==> src/rtl/q2e_pkg.sv <==
`timescale 1ns / 1ps
// ----------------------------------------------------------------------------
// q2e_pkg
// Shared types and constants of the quaternion to Euler converter.
// ----------------------------------------------------------------------------
package q2e_pkg;

  localparam int TERM_W  = 36;  // Q2.28 terms, doubled sums of Q1.14 products
  localparam int CORD_W  = 40;  // CORDIC x/y with gain headroom
  localparam int ANG_W   = 30;  // angles in 2^-24 rad
  localparam int MUL_W   = 30;  // shared multiplier operand width
  localparam int PROD_W  = 2 * MUL_W;
  localparam int REM_W   = 57;  // square root radicand, up to 2^56
  localparam int CNT_W   = 5;
  localparam int MAX_STEPS   = 24;
  localparam int SQRT_ITERS  = 29;

  localparam logic signed [TERM_W-1:0] ONE_Q28 = TERM_W'(64'sd268435456);
  localparam logic signed [ANG_W-1:0]  PI_A24  = ANG_W'(64'sd52707179);
  localparam logic signed [18:0] LIM_FULL = 19'sd12868;
  localparam logic signed [18:0] LIM_HALF = 19'sd6434;
  localparam logic signed [15:0] TURN_MAX = 16'sd32767;

  localparam logic [23:0] ATAN_TAB [MAX_STEPS] = '{
    24'd13176795, 24'd7778716, 24'd4110060, 24'd2086331, 24'd1047214,
    24'd524117, 24'd262123, 24'd131069, 24'd65536, 24'd32768, 24'd16384,
    24'd8192, 24'd4096, 24'd2048, 24'd1024, 24'd512, 24'd256, 24'd128,
    24'd64, 24'd32, 24'd16, 24'd8, 24'd4, 24'd2
  };

  typedef enum logic [3:0] {
    OP_YY, OP_ZZ, OP_XY, OP_WZ, OP_WY, OP_XZ, OP_YZ, OP_WX, OP_XX,
    OP_T2SQ, OP_TURN
  } mul_op_e;

  typedef enum logic [1:0] {
    ANG_ROLL, ANG_PITCH, ANG_YAW
  } angle_e;

  typedef enum logic [3:0] {
    ST_IDLE, ST_PROD, ST_DRAIN, ST_CLAMP, ST_SQ_MUL, ST_SQ_LOAD, ST_SQRT,
    ST_CINIT, ST_CITER, ST_CROUND, ST_UNWRAP, ST_TURN_MUL, ST_TURN_ACC,
    ST_DONE
  } state_e;

  typedef enum logic {
    REG_THRESHOLD = 1'b0,
    REG_TURN_STEP = 1'b1
  } reg_idx_e;

  typedef struct packed {
    logic             load;
    logic             mul_en;
    mul_op_e          mul_op;
    logic             clamp;
    logic             sqrt_step;
    logic             cordic_init;
    logic             cordic_step;
    logic [CNT_W-1:0] step_idx;
    angle_e           angle;
    logic             round_store;
    logic             unwrap;
    logic             out_load;
  } dp_cmd_t;

  typedef struct packed {
    logic out_free;
  } dp_status_t;

endpackage

==> src/rtl/q2e_ctrl.sv <==
`timescale 1ns / 1ps
// ----------------------------------------------------------------------------
// q2e_ctrl
// Sequencer: steps the shared multiplier, square root and CORDIC unit.
// ----------------------------------------------------------------------------
module q2e_ctrl #(
  parameter int CORDIC_STEPS = 14
) (
  input  logic                clk_i,
  input  logic                rst_ni,
  input  logic                in_valid_i,
  output logic                in_ready_o,
  output q2e_pkg::dp_cmd_t    cmd_o,
  input  q2e_pkg::dp_status_t status_i
);

  localparam int STEPS = (CORDIC_STEPS > q2e_pkg::MAX_STEPS) ?
                         q2e_pkg::MAX_STEPS : CORDIC_STEPS;
  localparam logic [q2e_pkg::CNT_W-1:0] LAST_STEP = q2e_pkg::CNT_W'(STEPS - 1);
  localparam logic [q2e_pkg::CNT_W-1:0] LAST_SQRT =
    q2e_pkg::CNT_W'(q2e_pkg::SQRT_ITERS - 1);
  localparam logic [q2e_pkg::CNT_W-1:0] LAST_PROD =
    q2e_pkg::CNT_W'(q2e_pkg::OP_XX);

  q2e_pkg::state_e             state_q, state_d;
  q2e_pkg::angle_e             angle_q, angle_d;
  logic [q2e_pkg::CNT_W-1:0]   cnt_q, cnt_d;

  // state registers
  always_ff @(posedge clk_i or negedge rst_ni) begin
    if (!rst_ni) begin
      state_q <= q2e_pkg::ST_IDLE;
      angle_q <= q2e_pkg::ANG_ROLL;
      cnt_q   <= '0;
    end else begin
      state_q <= state_d;
      angle_q <= angle_d;
      cnt_q   <= cnt_d;
    end
  end

  // next state and commands
  always_comb begin
    state_d    = state_q;
    angle_d    = angle_q;
    cnt_d      = cnt_q;
    in_ready_o = 1'b0;
    cmd_o          = '0;
    cmd_o.mul_op   = q2e_pkg::mul_op_e'(cnt_q[3:0]);
    cmd_o.angle    = angle_q;
    cmd_o.step_idx = cnt_q;
    case (state_q)
      q2e_pkg::ST_IDLE: begin
        in_ready_o = 1'b1;
        if (in_valid_i) begin
          cmd_o.load = 1'b1;
          cnt_d      = '0;
          state_d    = q2e_pkg::ST_PROD;
        end
      end
      q2e_pkg::ST_PROD: begin
        cmd_o.mul_en = 1'b1;
        if (cnt_q == LAST_PROD) begin
          state_d = q2e_pkg::ST_DRAIN;
        end else begin
          cnt_d = cnt_q + 1'b1;
        end
      end
      q2e_pkg::ST_DRAIN: state_d = q2e_pkg::ST_CLAMP;
      q2e_pkg::ST_CLAMP: begin
        cmd_o.clamp = 1'b1;
        state_d     = q2e_pkg::ST_SQ_MUL;
      end
      q2e_pkg::ST_SQ_MUL: begin
        cmd_o.mul_en = 1'b1;
        cmd_o.mul_op = q2e_pkg::OP_T2SQ;
        state_d      = q2e_pkg::ST_SQ_LOAD;
      end
      q2e_pkg::ST_SQ_LOAD: begin
        cnt_d   = '0;
        state_d = q2e_pkg::ST_SQRT;
      end
      q2e_pkg::ST_SQRT: begin
        cmd_o.sqrt_step = 1'b1;
        if (cnt_q == LAST_SQRT) begin
          angle_d = q2e_pkg::ANG_ROLL;
          state_d = q2e_pkg::ST_CINIT;
        end else begin
          cnt_d = cnt_q + 1'b1;
        end
      end
      q2e_pkg::ST_CINIT: begin
        cmd_o.cordic_init = 1'b1;
        cnt_d   = '0;
        state_d = q2e_pkg::ST_CITER;
      end
      q2e_pkg::ST_CITER: begin
        cmd_o.cordic_step = 1'b1;
        if (cnt_q == LAST_STEP) begin
          state_d = q2e_pkg::ST_CROUND;
        end else begin
          cnt_d = cnt_q + 1'b1;
        end
      end
      q2e_pkg::ST_CROUND: begin
        cmd_o.round_store = 1'b1;
        case (angle_q)
          q2e_pkg::ANG_ROLL: begin
            angle_d = q2e_pkg::ANG_PITCH;
            state_d = q2e_pkg::ST_CINIT;
          end
          q2e_pkg::ANG_PITCH: begin
            angle_d = q2e_pkg::ANG_YAW;
            state_d = q2e_pkg::ST_CINIT;
          end
          default: state_d = q2e_pkg::ST_UNWRAP;
        endcase
      end
      q2e_pkg::ST_UNWRAP: begin
        cmd_o.unwrap = 1'b1;
        state_d      = q2e_pkg::ST_TURN_MUL;
      end
      q2e_pkg::ST_TURN_MUL: begin
        cmd_o.mul_en = 1'b1;
        cmd_o.mul_op = q2e_pkg::OP_TURN;
        state_d      = q2e_pkg::ST_TURN_ACC;
      end
      q2e_pkg::ST_TURN_ACC: state_d = q2e_pkg::ST_DONE;
      q2e_pkg::ST_DONE: begin
        if (status_i.out_free) begin
          cmd_o.out_load = 1'b1;
          state_d        = q2e_pkg::ST_IDLE;
        end
      end
      default: state_d = q2e_pkg::ST_IDLE;
    endcase
  end

endmodule

==> config.mk <==
export PLATFORM = sky130hd
export DESIGN_NAME = q2e_ctrl
export DESIGN_NICKNAME = d
export VERILOG_FILES = /design/src/rtl/q2e_pkg.sv /design/src/rtl/q2e_ctrl.sv
export SDC_FILE = /design/constraint.sdc
export NUM_CORES = 1
export LEC_CHECK = 0
export BUFFER_PORTS_ARGS = -buffer_cell sky130_fd_sc_hd__buf_2
export CAP_MARGIN = 20
export CORE_MARGIN = 3
export CORE_UTILIZATION = 51
export DETAILED_ROUTE_END_ITERATION = 12
export GPL_ROUTABILITY_DRIVEN = 0
export GPL_TIMING_DRIVEN = 0
export PLACE_DENSITY = 0.86
export SYNTH_ARGS = -nofsm -noshare
export SYNTH_HDL_FRONTEND = slang
export SYNTH_SLANG_ARGS = --single-unit
==> constraint.sdc <==
create_clock -name clk_i -period 2.9 [get_ports clk_i]
set_clock_uncertainty 0.2 [all_clocks]
set_input_delay 0.87 -clock clk_i [delete_from_list [all_inputs] [get_ports clk_i]]
set_output_delay 0.87 -clock clk_i [all_outputs]
set_load 0.02 [all_outputs]
==> impl_metrics.py <==
metrics = {
    "outcome": {
        "status": "finished clean",
    },
    "timing": {
        "fmax_mhz": 358,
        "drv_slew": 0,
        "period_needed_ns": 2.79,
        "relSlewSlack": 0.740,
        "setup_viol": 0,
        "worst_pin_slew_ns": 0.389,
        "finalHoldViolCount": 0,
        "period_share": 0.963,
        "tns_ns": 0,
        "grt_setup_unrepaired": "no",
    },
    "logic_synthesis": {
        "avgSynthCellArea_um2": 8.05,
        "synth_ff_type": "dfrtp_1",
        "synth-edff-count": 0,
        "yosys_warnings": 0,
        "synth_seq_cells": 11,
        "netlist_instances": 116,
        "seq_area_frac_synth": 0.295,
        "ys_types": 38,
        "async_reset_ff_frac": 1.00,
        "synth_fp_nets": 123,
        "synth_area_um2": 933,
    },
    "placement": {
        "io_buffers": 24,
        "dp_hpwl_mm": 1.85,
        "place_area_um2": 1080,
    },
    "layout": {
        "nets": 151,
        "diodes": 0,
        "syn_to_final_growth_pct": 19.0,
        "drive_above_1_share": 0.266,
        "design_area_um2": 1110,
    },
    "global_routing": {
        "grt_pass1_vias": 966,
        "grt_max_degree": 12,
        "grt_pass1_wl_mm": 4.26,
        "grt_antenna_before_repair": 0,
        "grt_overflow_total": 0,
        "track_usage": 0.222,
    },
    "worst_setup_path": {
        "cp.required_ns": 1.83,
        "critPathMaxFanout": 9,
        "crit_path_start_kind": "flop",
        "arrival_ns": 1.72,
        "rr_worst_depth": 7,
        "r2r_start": "cnt_q[0]",
        "reg2reg_setup_slack_ns": 0.67,
        "endpoint_kind": "output pin",
        "reg2reg_to": "cnt_q[3]",
        "critPathKind": "reg2out",
    },
    "floorplan": {
        "die-area_um2": 2380,
        "design.portCount": 25,
        "core_um2": 1610,
        "dieHeight_um": 48.8,
        "start_util": 0.579,
        "die_x_um": 48.8,
        "num_rows": 14,
    },
    "power": {
        "irDropWorstVdd_v": 0.000723,
        "leakagePower_nw": 0.546,
        "powerDensity_nw_per_um2": 1160,
    },
    "routing": {
        "wl_per_cell_um": 15.0,
        "final_antenna_net_count": 0,
        "remaining_drc_errors": 0,
        "firstDrtPassIters": 4,
        "via_per_inst": 6.05,
        "wl_mm": 2.51,
        "drt_iter0_markers": 34,
        "num_vias": 1011,
    },
    "cts": {
        "path_clk_slew_ns": 0.08,
        "clk_latency_ns": 0.28,
        "cts_tree": "built",
        "htree_num_levels": 1,
        "root_buffer": "clkbuf_4",
        "clock_sinks": 11,
        "numCtsBuffers": 3,
        "cts_max_path_buffers": 2,
        "cts_setup_buffers": 0,
    },
    "job": {
        "drv_cap": 0,
    },
    "worst_hold_path": {
        "hold_class": "in2async",
    },
}
## stage by stage
step | power (mW) | utilization | hold WS, ns | std cells | worst slack (ns)
after CTS | 1.27 | 0.690 | 0.257 | 168 | 0.0622
final | 1.29 | 0.689 | 0.243 | 167 | 0.108
after floorplan | 0.920 | - | 0.374 | 116 | 0.195
after global placement | 1.12 | 0.672 | 0.296 | 164 | 0.321
after detailed placement | 1.15 | 0.672 | 0.325 | 164 | 0.278
after global routing | 1.39 | 0.689 | 0.256 | 167 | 0.00866
## cell families (layout without fill, tap and decap cells)
family | Yosys count | after routing | share of synthesized area
AOI/OAI and AO/OA | 33 | 33 | 0.268
xor gates and xnor gates | 2 | 2 | 0.0188
adders and majority gates | 3 | 3 | 0.0402
buffers and inverters | 14 | 41 | 0.0657
DFF | 11 | 11 | 0.295
muxes | 2 | 2 | 0.0228
and+or+nand+nor | 51 | 51 | 0.290
## timing repair
action                     4_1_cts  5_1_grt
pin swaps                        0        0
setup endpoints to repair        2        3
hold buffers                     0        0
gates resized for setup          2        1
hold endpoints to repair         0        0
## cells in the mapped netlist, drive strengths merged, types with 2 or more instances
master	instances	area share
nand2	8	0.032
buf	5	0.029
nand2b	6	0.040
a21oi	6	0.032
nor2b	3	0.020
nand4b	2	0.019
xnor2	2	0.019
a211o	3	0.028
inv	5	0.020
nor2	13	0.052
o22ai	2	0.013
o41ai	2	0.019
a22o	3	0.028
ha	3	0.040
nand4	2	0.013
o21ai	8	0.043
clkbuf	4	0.016
or3	2	0.013
nand3	3	0.016
dfrtp	11	0.29
nor3	6	0.032
and2	2	0.013
## area by class of cell
cell class              count  area, um^2
multi-input cells          91         597
fillers                   137         500
flip-flops and latches     11         275
repair buffers             24         120
plain buffers               8        43.8
well taps                  24        30.0
clock buffers               4        26.3
inverters                   5        18.8
## placed cells by master (no fill, tap or decap), drive strengths merged, types with 2 or more instances in the layout
cell type / n
a211o: 3
a21oi: 6
a22o: 3
and2: 2
buf: 28
clkbuf: 8
dfrtp: 11
ha: 3
inv: 5
nand2: 8
nand2b: 6
nand3: 3
nand4: 2
nand4b: 2
nor2: 13
nor2b: 3
nor3: 6
o21ai: 8
o22ai: 2
o41ai: 2
or3: 2
xnor2: 2
## worst max path at each step
stage                    start        end  slack [ns]
floorplan           state_q[2]  cmd_o[19]        0.19
global placement    state_q[0]  cmd_o[16]        0.32
detailed placement  state_q[0]  cmd_o[16]        0.28
CTS                 state_q[3]  cmd_o[16]        0.06
global route        state_q[0]  cmd_o[16]       0.009
finish              state_q[0]  cmd_o[16]        0.11
## report_power, final
part | switching (mW) | internal (mW)
combinational | 0.564 | 0.330
sequential | 0.0686 | 0.210
clock | 0.0606 | 0.0534
total | 0.693 | 0.593
## flip-flops by register name (all words and copies together) (netlist names)
signal	count
angle_q	2
cnt_q	5
state_q	4
## per-layer routing
metal	vias up	wire [um]	track usage
met1	467	1050	0.286
met2	58	1230	0.371
met4	0	30	0.0853
li1	481	-	-
met5	-	0	0
met3	5	201	0.0336
## worst max-delay path, cell delays in order (launching register included)
cell and delay [ns]:
dfrtp_1 0.35, buf_2 0.17, inv_1 0.22, nand2_1 0.14, o22a_1 0.25, and2_1 0.16, buf_2 0.15
(Power assumes the default switching activity.)
